===== src/rtl/core/spq_pkg.sv =====
// Package for the stable priority queue: sizes, status codes and the
// per-cell control request type. No dependencies.
`default_nettype none

package spq_pkg;

    localparam int DEPTH      = 16;
    localparam int PRI_LEVELS = 6;
    localparam int VAL_W      = 32;
    localparam int PRI_W      = 3;
    localparam int STAT_W     = 3;
    localparam int CNT_W      = 5;

    localparam logic [STAT_W-1:0] ST_INSERTED = 3'd0;
    localparam logic [STAT_W-1:0] ST_REMOVED  = 3'd1;
    localparam logic [STAT_W-1:0] ST_EMPTY    = 3'd2;
    localparam logic [STAT_W-1:0] ST_FULL     = 3'd3;
    localparam logic [STAT_W-1:0] ST_BADPRI   = 3'd4;

    localparam logic MODE_INSERT = 1'b0;
    localparam logic MODE_REMOVE = 1'b1;

    typedef struct packed {
        logic             ins;
        logic             rem;
        logic [PRI_W-1:0] pri;
        logic [VAL_W-1:0] val;
    } t_cell_ctl;

endpackage

`default_nettype wire


===== src/rtl/core/stable_priority_queue.sv =====
// Stable priority queue: a chain of DEPTH slots kept sorted by priority.
// The result is registered. Throughput: one insert or remove per cycle
// while the output is not stalled; the output register is freed in the
// same cycle it is taken. Depends on spq_pkg, spq_cell.
// Reset (synchronous, active low) empties the queue and drops the output.
`default_nettype none

module stable_priority_queue import spq_pkg::*; (
    input  wire logic        i_clk,
    input  wire logic        i_rst_n,
    input  wire logic        s_axis_tvalid,
    output logic             s_axis_tready,
    input  wire logic [39:0] s_axis_tdata,  // item_value[31:0], item_priority[34:32]
    input  wire logic        s_axis_tuser,  // mode
    output logic             m_axis_tvalid,
    input  wire logic        m_axis_tready,
    output logic [39:0]      m_axis_tdata,  // removed_value[31:0], occupancy[36:32]
    output logic [2:0]       m_axis_tuser   // status
);

    logic [CNT_W-1:0]  r_count, n_count;
    logic              r_out_valid;
    logic [STAT_W-1:0] r_status, n_status;
    logic [VAL_W-1:0]  r_rem_val, n_rem_val;

    logic              w_acc;
    logic [VAL_W-1:0]  w_in_val;
    logic [PRI_W-1:0]  w_in_pri;
    t_cell_ctl         w_ctl;

    logic [DEPTH-1:0]  w_gt;
    logic [VAL_W-1:0]  w_val [DEPTH];
    logic [PRI_W-1:0]  w_pri [DEPTH];

    assign s_axis_tready = !r_out_valid || m_axis_tready;
    assign w_acc         = s_axis_tvalid && s_axis_tready;
    assign w_in_val      = s_axis_tdata[31:0];
    assign w_in_pri      = s_axis_tdata[34:32];

    always_comb begin
        n_count   = r_count;
        n_status  = ST_INSERTED;
        n_rem_val = '0;
        w_ctl.ins = 1'b0;
        w_ctl.rem = 1'b0;
        w_ctl.pri = w_in_pri;
        w_ctl.val = w_in_val;
        if (s_axis_tuser == MODE_INSERT) begin
            if (w_in_pri >= PRI_W'(PRI_LEVELS)) begin
                n_status = ST_BADPRI;
            end else if (r_count == CNT_W'(DEPTH)) begin
                n_status = ST_FULL;
            end else begin
                n_status  = ST_INSERTED;
                w_ctl.ins = w_acc;
                n_count   = r_count + CNT_W'(1);
            end
        end else begin
            if (r_count == '0) begin
                n_status = ST_EMPTY;
            end else begin
                n_status  = ST_REMOVED;
                n_rem_val = w_val[0];
                w_ctl.rem = w_acc;
                n_count   = r_count - CNT_W'(1);
            end
        end
    end

    for (genvar i = 0; i < DEPTH; i++) begin : g_cell
        logic             w_left_gt;
        logic [VAL_W-1:0] w_left_val;
        logic [PRI_W-1:0] w_left_pri;
        logic [VAL_W-1:0] w_right_val;
        logic [PRI_W-1:0] w_right_pri;

        if (i == 0) begin : g_head
            assign w_left_gt  = 1'b0;
            assign w_left_val = '0;
            assign w_left_pri = '0;
        end else begin : g_mid
            assign w_left_gt  = w_gt[i-1];
            assign w_left_val = w_val[i-1];
            assign w_left_pri = w_pri[i-1];
        end

        if (i == DEPTH - 1) begin : g_tail
            assign w_right_val = '0;
            assign w_right_pri = '0;
        end else begin : g_body
            assign w_right_val = w_val[i+1];
            assign w_right_pri = w_pri[i+1];
        end

        spq_cell u_cell (
            .i_clk       (i_clk),
            .i_ctl       (w_ctl),
            .i_occ       (r_count > CNT_W'(i)),
            .i_left_gt   (w_left_gt),
            .i_left_val  (w_left_val),
            .i_left_pri  (w_left_pri),
            .i_right_val (w_right_val),
            .i_right_pri (w_right_pri),
            .o_gt        (w_gt[i]),
            .o_val       (w_val[i]),
            .o_pri       (w_pri[i])
        );
    end

    always_ff @(posedge i_clk) begin
        if (!i_rst_n) begin
            r_count     <= '0;
            r_out_valid <= 1'b0;
        end else begin
            if (w_acc) begin
                r_count     <= n_count;
                r_out_valid <= 1'b1;
            end else if (m_axis_tready) begin
                r_out_valid <= 1'b0;
            end
        end
    end

    always_ff @(posedge i_clk) begin
        if (w_acc) begin
            r_status  <= n_status;
            r_rem_val <= n_rem_val;
        end
    end

    assign m_axis_tvalid = r_out_valid;
    assign m_axis_tuser  = r_status;
    assign m_axis_tdata  = {3'b000, r_count, r_rem_val};

endmodule

`default_nettype wire


===== src/rtl/core/spq_cell.sv =====
// One slot of the sorted chain: holds a value and priority, shifts right on
// insert and left on remove. Depends on spq_pkg.
`default_nettype none

module spq_cell import spq_pkg::*; (
    input  wire logic             i_clk,
    input  wire t_cell_ctl        i_ctl,
    input  wire logic             i_occ,
    input  wire logic             i_left_gt,
    input  wire logic [VAL_W-1:0] i_left_val,
    input  wire logic [PRI_W-1:0] i_left_pri,
    input  wire logic [VAL_W-1:0] i_right_val,
    input  wire logic [PRI_W-1:0] i_right_pri,
    output logic                  o_gt,
    output logic [VAL_W-1:0]      o_val,
    output logic [PRI_W-1:0]      o_pri
);

    logic [VAL_W-1:0] r_val, n_val;
    logic [PRI_W-1:0] r_pri, n_pri;

    // slot is empty or ranks strictly behind the new entry
    assign o_gt  = !i_occ || (r_pri > i_ctl.pri);
    assign o_val = r_val;
    assign o_pri = r_pri;

    always_comb begin
        n_val = r_val;
        n_pri = r_pri;
        if (i_ctl.ins && o_gt) begin
            if (i_left_gt) begin
                n_val = i_left_val;
                n_pri = i_left_pri;
            end else begin
                n_val = i_ctl.val;
                n_pri = i_ctl.pri;
            end
        end else if (i_ctl.rem) begin
            n_val = i_right_val;
            n_pri = i_right_pri;
        end
    end

    always_ff @(posedge i_clk) begin
        r_val <= n_val;
        r_pri <= n_pri;
    end

endmodule

`default_nettype wire


===== config.mk =====
export PLATFORM = sky130hd
export DESIGN_NAME = stable_priority_queue
export DESIGN_NICKNAME = d
export VERILOG_FILES = /design/src/rtl/core/spq_pkg.sv /design/src/rtl/core/stable_priority_queue.sv /design/src/rtl/core/spq_cell.sv
export SDC_FILE = /design/constraint.sdc
export NUM_CORES = 1
export LEC_CHECK = 0
export ABC_CLOCK_PERIOD_IN_PS = 5800
export BUFFER_PORTS_ARGS = -buffer_cell sky130_fd_sc_hd__buf_2
export CAP_MARGIN = 15
export CORE_MARGIN = 2
export CORE_UTILIZATION = 55
export DETAILED_ROUTE_END_ITERATION = 10
export PLACE_DENSITY = 0.79
export SLEW_MARGIN = 10
export SYNTH_ARGS = -nofsm -noshare
export SYNTH_HDL_FRONTEND = slang
export SYNTH_SLANG_ARGS = --single-unit

===== constraint.sdc =====
create_clock -name i_clk -period 5.8 [get_ports i_clk]
set_input_delay 0.58 -clock i_clk [delete_from_list [all_inputs] [get_ports i_clk]]
set_output_delay 0.58 -clock i_clk [all_outputs]
set_load 0.05 [all_outputs]

### Word level (Yosys, flattened, before mapping)

Cells that the tools add are included.

* equality and inequality tests: 4
* reductions and logical operators: 71
* order comparisons: 33
* mux-type cells: 109
* bitwise operators: 1
* $add $sub $neg: 2

Operators by type and width (count)
* 32-bit two-way mux: 47
* 3-bit two-way mux: 49
* 3-bit greater-than comparator: 16
* 5-bit by 4-bit greater-than comparator with 1-bit output (second input constant): 8
* 2-bit nonzero test: 17
* 5-bit by 3-bit greater-than comparator with 1-bit output (second input constant): 4
* 5-bit two-way mux: 4
* 1-bit logical AND: 17
* 1-bit logical NOT: 17
* 1-bit logical OR: 17
* 5-bit by 1-bit greater-than comparator with 1-bit output (second input constant): 2
* 5-bit by 2-bit greater-than comparator with 1-bit output (second input constant): 2
* 1-bit two-way mux: 7
* 2-bit inequality test (second input constant): 3
* 5-bit by 1-bit adder with 5-bit output (second input constant): 1
* 5-bit equality test (second input constant): 1
* 5-bit logical NOT: 1
* 5-bit by 1-bit subtractor with 5-bit output (second input constant): 1
* 2-bit two-way mux: 2
* 4-bit AND reduction: 1
* 3-bit greater-or-equal comparator (second input constant): 1
* 2-bit OR reduction: 1
* 1-bit NOT: 1

* bits in registers: 601
* logic and storage cells: 256
* input port bits: 45
* output and inout port bits: 45

### Depth between registers and ports, before layout

Gate-level depths: netlist of the first run.

* depth in word-level cells: 8
* depth in mapped cells: 10
* mapped depth without buffers: 7

### Hierarchy

Synthesis of the first run repeated with hierarchy kept, for this count alone.

* cells, all modules: 2207
* area total of the unflattened synthesis: 36068.3 um2

Modules (own cells, without submodules)
* spq_cell: times used 16, cells an instance 128, area each 2133.3 um2, seq. area each 1051.0 um2
* stable_priority_queue: times used 1, cells an instance 159, area each 1935.6 um2, seq. area each 1171.1 um2

### Least setup slack after synthesis of the first run

No wires, ideal clock.

* path type: input port to flip-flop
* from: in s_axis_tdata[34]
* to: reg g_cell[2].u_cell.r_pri[0], enable pin
* setup time: 0.476 ns
* required time: 5.324 ns
* slack: 0.581 ns
* arrival time: 4.743 ns
* path buffers: 3
* stages: 9
* path through: clkbuf_1 -> inv_1 -> ha_1 -> and3b_1 -> o21ai_0 -> and2_1 -> buf_2 -> buf_2 -> o21ai_0

* cells in the longest elaborated chain, start to end: 5
* elaborated cells on any way between the ends: 7
* those cells by class: order compare: 2; mux: 2; reduce/logical: 3

RTL lines
* from (decl): RTL line stable_priority_queue.sv:13 `input wire logic [39:0] s_axis_tdata,`
* 3-bit greater-or-equal comparator: RTL line stable_priority_queue.sv:49 `if (w_in_pri >= PRI_W'(PRI_LEVELS)) begin`
* 1-bit two-way mux: RTL line stable_priority_queue.sv:49
* 1-bit two-way mux: RTL line stable_priority_queue.sv:48 `if (s_axis_tuser == MODE_INSERT) begin`
* 1-bit logical AND *: RTL line spq_cell.sv:30 `if (i_ctl.ins && o_gt) begin`
* 2-bit nonzero test (no source line) *
* to (signal assigned): RTL line spq_cell.sv:46 `r_pri <= n_pri;`
* to (decl): RTL line spq_cell.sv:20 `logic [PRI_W-1:0] r_pri, n_pri;`

Every way passes the cells marked *; elsewhere a longest branch is shown, timed or not.
A chain may end at the register's enable or synchronous reset.

### Final worst setup path of the first run

* from: reg r_count[0]
* to: reg g_cell[1].u_cell.r_val[12] (data pin)

* cells in the longest elaborated chain, start to end: 6
* elaborated cells on any way between the ends: 13
* those cells by class: order compare: 2; eq/ne: 1; mux: 5; reduce/logical: 5

RTL lines
* from (decl): RTL line stable_priority_queue.sv:21 `logic [CNT_W-1:0] r_count, n_count;`
* from (signal assigned): RTL line stable_priority_queue.sv:116 `r_count <= n_count;`
* parallel branches: the longest is 5 deep, another holds 5-bit by 1-bit greater-than comparator with 1-bit output
* 32-bit two-way mux *: RTL line spq_cell.sv:30
* net g_cell[1].u_cell.n_val[12]: RTL line spq_cell.sv:19 `logic [VAL_W-1:0] r_val, n_val;`
* to (signal assigned): RTL line spq_cell.sv:45 `r_val <= n_val;`
* to (decl): RTL line spq_cell.sv:19

Mark *: on every way through the listed nets, which the timed path passes.

==> results by group, run 1 <==
Run status
  • Run status: finished, final reports clean

Detailed routing
  • Iteration-0 DRC Markers: roughly 2000
  • ANT nets after route: 0
  • Drt total wl: slightly below 70000 um
  • Met3 WL post-DR: 4634 um
  • Wire length per cell after detailed routing: about 19 um
  • DRC: 0
  • Uppermost routed layer: met4
  • Met1 WL: between 20000 and 30000 um
  • Via count: 21250
  • Routed vias/inst: just under 6
  • Wire length on met2: around 32000 um
  • Initial DRT Pass Iterations: 5

Clocking
  • Sinks on Clock Net: 601
  • CTS Root Cell: clkbuf_16
  • Hold-fix buffers at CTS: 0
  • Cts repair resizes: 0
  • Worst-case clock buffer depth: 3
  • CTS clk-pin slew, worst paths: 0.06 ns
  • Post CTS Setup Buffer Count: 0
  • CTS Buf Count: between 50 and 60
  • Clk_lat worst skew: ~0.62 ns
  • H-tree depth: 2
  • TritonCTS clock tree: done

Critical path
  • Worst R2R Setup Slack: between 1.5 and 2 ns
  • CP required: 6.14 ns
  • Startpoint types: flip-flop
  • Critical path fanouts, max: 40
  • Arr. time, crit path: approximately 4.4 ns
  • Crit Path Class: reg2reg
  • Worst r2r src: r_count[0]
  • Setup crit end kind: flip-flop
  • Worst r2r dst: g_cell[1].u_cell.o_val[12]
  • Reg2reg path depth: 8
  • CP Launch Point: r_count[0]

Power
  • Tot Pwr: between 10 and 15 mW
  • Maximum VDD drop: around 0.00026 V
  • Leak Pwr: between 10 and 15 nW
  • Pwr dens: 343.2 mW/mm^2

STA
  • Fin crit share: 69.14%
  • Fmax: between 200 and 250 MHz
  • Actual slew at the worst max-slew pin: between 1 and 1.5 ns
  • Final hold viol count: 0
  • Final Setup Violations: 0
  • Slew HR: a little over a quarter
  • Shortest period the worst path allows: 4.010 ns
  • Unrepaired setup endpoints after global routing: false
  • Setup_tns: 0 ns
  • Max-slew violations: 0
  • Clk_skew: between 0.01 and 0.015 ns

Die
  • Die width: approximately 240 um
  • Starting Density: about 55%
  • Chip Height: 242.2 um
  • Num ports: 90
  • Full die area: just under 0.06 mm^2
  • Row cnt: slightly below 90
  • Core Box Area: between 0.05 and 0.06 mm^2

Placed design
  • Area after DPL: ~0.032 mm^2
  • RD Place Congestion: slightly above 0.8
  • Port bufs: approximately 80
  • DP HPWL: around 46000 um
  • Placed cell count: 3457

Synthesis
  • Mapped Area: about 0.031 mm^2
  • Async SR Flop Fraction: 0%
  • Leading area contributor after synthesis: edfxtp_1
  • Gate Count Post-Synth: between 2000 and 3000
  • Mux cell area share after synthesis: roughly 15%
  • Leading register cell type out of synthesis: edfxtp_1
  • Yosys cell types: 47
  • Largest family of logic cells by synthesized area: multiplexers
  • Post-Synth XOR/XNOR Area: 0.1123%
  • Seq/Total Area, Yosys: between 50% and 60%
  • Synth Area per Inst: around 11 um^2
  • Post-synth EDFFs: about 600
  • Adder-cell area share of the yosys netlist: under 10%
  • FF+latch count, synth: roughly 600
  • Top cells by area, synth: edfxtp_1 (57%), mux2i_1 (13%), a21oi_1 (6.9%)
  • Synth Area in Compound Gates: 11.04%
  • Area share of the largest cell type after synthesis: 57.26%
  • YS warnings: 0
  • Simple-gate area share of the yosys netlist: between 10% and 20%

Cells and area
  • Filler instances: roughly 4400
  • Final #Nets: roughly 2900
  • Final non-filler cell total: 3573
  • Post-route cell area: approximately 0.034 mm^2
  • Footprint of the multi-input gates: 0.01233 mm^2
  • Layout cells sized above 1: 10.21%
  • Core Util, Final: between 60% and 70%
  • Storage cell area: 0.01799 mm^2
  • Area Overhead vs Synth: 9.190%

Global routing
  • Antenna violations before repair: 6
  • Vias in the first global route: 20650
  • First-pass GRT wire length: 109800 um
  • Largest net degree at the start of global routing: between 70 and 80
  • GRT Total Usage: between 20% and 30%
  • GRT Residual Overflow: 0

Hold path
  • Worst Hold Class: in2reg
  • Hold Path End: m_axis_tvalid
  • Hold path startpoint: s_axis_tvalid
  • Hold Crit Depth: 3

Job
  • Max-cap violations: 0
[worst max-delay path: stages (launching register included)]
cell and delay, ns:
dfxtp_1 0.50, inv_1 0.17, ha_1 0.27, nand4bb_1 0.15, nand4_1 0.84, buf_4 0.51, a21oi_4 0.63, buf_4 0.49
a21oi_1 0.14
[how the worst max path moves through the flow]
stage	slack, ns	endpoint	cells after the start
2_1_floorplan	0.58	g_cell[2].u_cell.o_pri[0]	9
3_3_place_gp	1.59	g_cell[14].u_cell.o_val[11]	10
3_5_place_dp	1.49	g_cell[14].u_cell.o_val[11]	10
4_1_cts	1.90	g_cell[1].u_cell.o_val[12]	8
5_1_grt	1.58	g_cell[1].u_cell.o_val[12]	9
6_report	1.79	g_cell[1].u_cell.o_val[12]	8
[flip-flops by register name, indices dropped and copies added, names as in the netlist]
| signal | count |
|---|---|
| r_count | 5 |
| m_axis_tvalid | 1 |
| g_cell.u_cell.o_val | 512 |
| m_axis_tuser | 3 |
| g_cell.u_cell.o_pri | 48 |
| r_rem_val | 32 |
[layer usage]
| metal | global-route usage (%) | vias up |
|---|---|---|
| li1 | - | 10110 |
| met2 | 36.57 | 837 |
| met3 | 2.625 | 106 |
| met1 | 31.82 | 10190 |
| met4 | 7.879 | 0 |
| met5 | 0 | - |
[cells by family after synthesis]
group,count (synthesis)
compound gates,648
xor+xnor,4
fa+ha+maj,54
buf+inv,257
flops,601
mux,453
other cells,1
simple gates,786
[layout by cell type, fill, tap and decap left out, drive strengths merged, types with 2 or more instances in the layout]
master	synthesis	layout
a211oi	2	2
a21boi	2	2
a21o	13	13
a21oi	440	440
a31oi	72	72
and2	16	16
and3	33	33
and3b	13	13
buf	131	128
bufinv	0	5
clkbuf	99	72
clkinv	0	27
clkinvlp	0	2
conb	1	3
dfxtp	6	6
diode	0	6
edfxtp	595	595
ha	54	54
inv	27	28
mux2	33	33
mux2i	420	420
nand2	230	230
nand2b	7	7
nand3	18	18
nor2	461	461
nor3	2	2
o21ai	110	110
o21bai	2	2
xnor2	3	3
[synthesized netlist by cell type, types with 2 or more instances]
library cell / count
edfxtp_1: 595
nor2_1: 461
a21oi_1: 431
mux2i_1: 420
nand2_1: 228
buf_2: 121
o21ai_0: 108
clkbuf_1: 98
a31oi_1: 72
ha_1: 54
and3_1: 33
inv_1: 27
mux2_4: 27
nand3_1: 18
and2_1: 16
a21o_1: 13
and3b_1: 13
a21oi_2: 9
nand2b_1: 7
buf_4: 6
dfxtp_1: 6
mux2_2: 6
buf_6: 4
xnor2_1: 3
a211oi_1: 2
nand2_2: 2
nor3_1: 2
o21ai_1: 2
o21bai_1: 2
[cell type report]
class | count | area share (%)
sequential | 601 | 52.79
multi-input combinational | 1948 | 36.20
clock buffer | 72 | 4.476
tap | 756 | 2.776
timing repair buffer | 128 | 2.548
clock inverter | 35 | 0.8739
inverter | 27 | 0.2974
antenna | 6 | 0.04406
[power breakdown]
group,internal (mW),switching (mW),total (mW)
logic,0.810,1.45,2.26
registers,5.49,0.251,5.74
clock network,2.08,1.61,3.69
total,8.38,3.31,11.7
[stage by stage]
step                hold WS (ns)  worst slack [ns]
floorplan                 0.5187            0.5810
global placement          0.5283             1.589
detailed placement        0.5356             1.490
CTS                       0.2002             1.905
global route              0.2574             1.580
finish                    0.2283             1.790
Note: power is estimated with default switching activity, not from simulation.
==> run 2: changes to the inputs <==
--- a/config.mk
+++ b/config.mk
@@ -5,7 +5,8 @@
 export SDC_FILE = /design/constraint.sdc
 export NUM_CORES = 1
 export LEC_CHECK = 0
-export ABC_CLOCK_PERIOD_IN_PS = 5800
+export ABC_AREA = 1
+export ABC_CLOCK_PERIOD_IN_PS = 3800
 export BUFFER_PORTS_ARGS = -buffer_cell sky130_fd_sc_hd__buf_2
 export CAP_MARGIN = 15
 export CORE_MARGIN = 2
==> constraint.sdc (replaced) <==
create_clock -name i_clk -period 3.8 [get_ports i_clk]
set_input_delay 0.38 -clock i_clk [delete_from_list [all_inputs] [get_ports i_clk]]
set_output_delay 0.38 -clock i_clk [all_outputs]
set_load 0.05 [all_outputs]
==> run 2 against run 1 <==
- combinational power rose by 100%
- via count grew 33%
- clock skew rose by 0.0040 ns
- sequential cell count is the same
- sequential share of layout area down 4.1 points
==> results by group, run 2 <==
Detailed routing
  • ANT nets after route: 0 (unchanged)
  • Wire length per cell after detailed routing: 16.62 um (-12%)
  • Via count: 28360 (+33%)
  • Routed vias/inst: 5.404 (-9.1%)
  • Drt total wl: 87230 um (+29%)
  • DRC: 0 (unchanged)
  • Initial DRT Pass Iterations: 6 (+1)
  • Iteration-0 DRC Markers: 2999 (+47%)

Die
  • Full die area: 0.06418 mm^2 (+9.4%)
  • Num ports: 90 (unchanged)
  • Core Box Area: 0.06160 mm^2 (+9.5%)
  • Row cnt: 91 (+4.6%)
  • Die width: 253.3 um (+4.6%)
  • Starting Density: 55.51% (+0.061 points)
  • Chip Height: 253.3 um (+4.6%)

Clocking
  • CTS Root Cell: clkbuf_16
  • Post CTS Setup Buffer Count: 0 (unchanged)
  • H-tree depth: 3 (+1)
  • CTS clk-pin slew, worst paths: 0.06 ns (about the same)
  • Hold-fix buffers at CTS: 0 (unchanged)
  • TritonCTS clock tree: done
  • Sinks on Clock Net: 601 (unchanged)
  • Worst-case clock buffer depth: 3 (unchanged)
  • Clk_lat worst skew: 0.61 ns (about the same)
  • CTS Buf Count: 66 (+14%)
  • Cts repair resizes: 0 (unchanged)

Synthesis
  • Post-synth top cells: nand2_1 (2462), nand3_1 (601), edfxtp_1 (595)
  • Mapped Area: 0.03419 mm^2 (+9.6%)
  • Top cells by area, synth: edfxtp_1 (52%), nand2_1 (27%), nand3_1 (8.8%)
  • YS warnings: 0 (unchanged)
  • Leading register cell type out of synthesis: edfxtp_1
  • Gate Count Post-Synth: 4420 (+58%)
  • Area share of the largest cell type after synthesis: 52.25% (-5.0 points)
  • Most common cell in the netlist: nand2_1
  • Seq/Total Area, Yosys: 52.60% (-5.0 points)
  • FF+latch count, synth: 601 (unchanged)
  • Yosys cell types: 32 (-32%)
  • Leading area contributor after synthesis: edfxtp_1
  • Async SR Flop Fraction: 0% (unchanged)
  • Synth Area per Inst: 7.736 um^2 (-30%)
  • Post-synth EDFFs: 595 (unchanged)

Placed design
  • Port bufs: 81 (unchanged)
  • DP HPWL: 61600 um (+33%)
  • Area after DPL: 0.03500 mm^2 (+8.8%)
  • RD Place Congestion: 0.8952 (+8.9%)

Global routing
  • GRT Residual Overflow: 0 (unchanged)
  • First-pass GRT wire length: 141900 um (+29%)
  • GRT Total Usage: 27.45% (+4.9 points)
  • Vias in the first global route: 26660 (+29%)
  • Antenna violations before repair: 1 (-5)
  • Largest net degree at the start of global routing: 71 (-1.4%)

Power
  • Leak Pwr: 17.71 nW (+44%)
  • Sequential Power Share: 45.7% (-3.4 points)
  • Maximum VDD drop: 0.0002480 V (-4.4%)
  • Pwr dens: 521.5 mW/mm^2 (+52%)
  • Gate power share: 23.5% (+4.2 points)
  • Pint: 12.95 mW (+55%)
  • Clock share of power: 30.8% (-0.8 points)
  • Sw Ratio: 32.78% (+4.5 points)
  • Switching Power: 6.315 mW (+91%)

Critical path
  • Crit path cell chain: inv_2 -> ha_1 -> nand3_1 -> nand3_2 -> inv_4 -> nand2_4 -> nand2_1 -> buf_4
  • Critical path fanouts, max: 37 (-7.5%)
  • CP required: 4.04 ns (-2.10 ns)
  • Setup crit end kind: flip-flop
  • Arr. time, crit path: 3.57 ns (-0.78 ns)
  • Highest-delay cell along the critical path: dfxtp_1
  • Crit Path Class: reg2reg
  • CP max stage delay: 0.55 ns (-0.29 ns)
  • CP top delay family: buffers and inverters
  • Startpoint types: flip-flop
  • Crit path buffers/inverters: 3 (unchanged)

Cells and area
  • Layout cells sized above 1: 6.828% (-3.4 points)
  • Post-route cell area: 0.03694 mm^2 (+8.4%)
  • Final #Nets: 4461 (+56%)
  • Max FFs per register: 512 (unchanged)
  • Filler instances: 5355 (+23%)
  • Most frequent cells in the layout: nand2_1 (2460), nand3_1 (601), edfxtp_1 (595)
  • Most common cell after layout, fill and taps aside: nand2_1
  • Area Overhead vs Synth: 8.043%

STA
  • Clk_skew: 0.01700 ns (+0.003967 ns)
  • Final Setup Violations: 0 (unchanged)
  • Slew HR: 40.63% (+13 points)
  • Max-slew violations: 0 (unchanged)
  • Final hold viol count: 0 (unchanged)
  • Setup_tns: 0 ns (unchanged)
  • Unrepaired setup endpoints after global routing: false
  • WHS: 0.02822 ns (-0.2000 ns)
  • Fin crit share: 87.52% (+18 points)
  • Fmax: 300.7 MHz (+21%)
  • Actual slew at the worst max-slew pin: 0.8896 ns (-0.1973 ns)
  • Shortest period the worst path allows: 3.326 ns (-0.6841 ns)

Job
  • Max-cap violations: 0 (unchanged)

Hold path
  • Worst Hold Class: in2reg

Run status
  • Run status: finished, final reports clean
-- run 2: changes by cell type after synthesis, moves of 38 or more --
cell      delta
a21oi_1    -374
a31oi_1     -72
buf_2       -47
clkbuf_1    +80
inv_1      +138
mux2i_1    -420
nand2_1   +2234
nand3_1    +583
nand4_1     +38
nor2_1     -416
o21ai_0     -70
-- run 2: power groups by stage --
stage | Sequential (mW) | Combinational [mW] | Clock (mW)
finish | 8.81 | 4.52 | 5.94
global route | 8.89 | 5.10 | 6.27
CTS | 8.80 | 4.47 | 6.02
detailed placement | 8.93 | 4.45 | 0
global placement | 8.90 | 4.35 | 0
floorplan | 8.96 | 3.25 | 0
-- run 2: path summary, 6_finish.rpt --
path | start | to | slack (ns) | cells after the start
setup / recovery | r_count[0] | g_cell[2].u_cell.o_val[16] | 0.47 | 8
hold / removal | i_rst_n | r_count[4] | 0.03 | 3
setup reg to reg | r_count[0] | g_cell[2].u_cell.o_val[16] | 0.47 | 8
hold reg to reg | g_cell[15].u_cell.o_val[2] | g_cell[14].u_cell.o_val[2] | 0.51 | 2
-- run 2: tightest hold or removal path, cell delays in order --
cell and delay, ns:
buf_2 0.11, nand2_1 0.06, nor2_1 0.04
-- run 2: layout make-up --
cell class | instances | area (um^2) | area share (%)
Sequential cell | 601 | 17990 | 48.69
Multi-Input combinational cell | 3351 | 14290 | 38.68
Clock buffer | 83 | 1767 | 4.782
Tap cell | 837 | 1047 | 2.835
Timing Repair Buffer | 156 | 968.4 | 2.621
Inverter | 186 | 701.9 | 1.900
Clock inverter | 31 | 173.9 | 0.4708
Antenna cell | 3 | 7.507 | 0.02032
-- run 2: cells by family (layout without fill, tap and decap cells) --
| kind of cell | Yosys count | after routing | synth area share, % |
|---|---|---|---|
| buffers and inverters | 470 | 456 | 5.661 |
| other | 1 | 6 | 0.01097 |
| adder cells (fa/ha/maj) | 54 | 54 | 1.976 |
| AND/OR/NAND/NOR | 3189 | 3189 | 38.03 |
| XOR/XNOR | 2 | 2 | 0.05124 |
| AO/OA/AOI/OAI | 103 | 103 | 1.665 |
| flip-flops | 601 | 601 | 52.60 |
-- run 2: metal layers --
metal | wire [um] | track usage (%)
met5 | 0 | 0
met4 | 1859 | 8.335
met3 | 8211 | 4.461
met2 | 39700 | 44.40
met1 | 37460 | 38.09
-- run 2: metrics by stage --
step | cells | setup WS (ns) | util, % | power (mW)
final | 5248 | 0.4742 | 59.98 | 19.27
after global routing | 5246 | 0.3273 | 59.97 | 20.27
after global placement | 5131 | 0.2737 | 56.81 | 13.25
after CTS | 5245 | 0.5596 | 59.96 | 19.29
after detailed placement | 5131 | 0.1772 | 56.81 | 13.38
after floorplan | 4422 | 0.3901 | - | 12.20
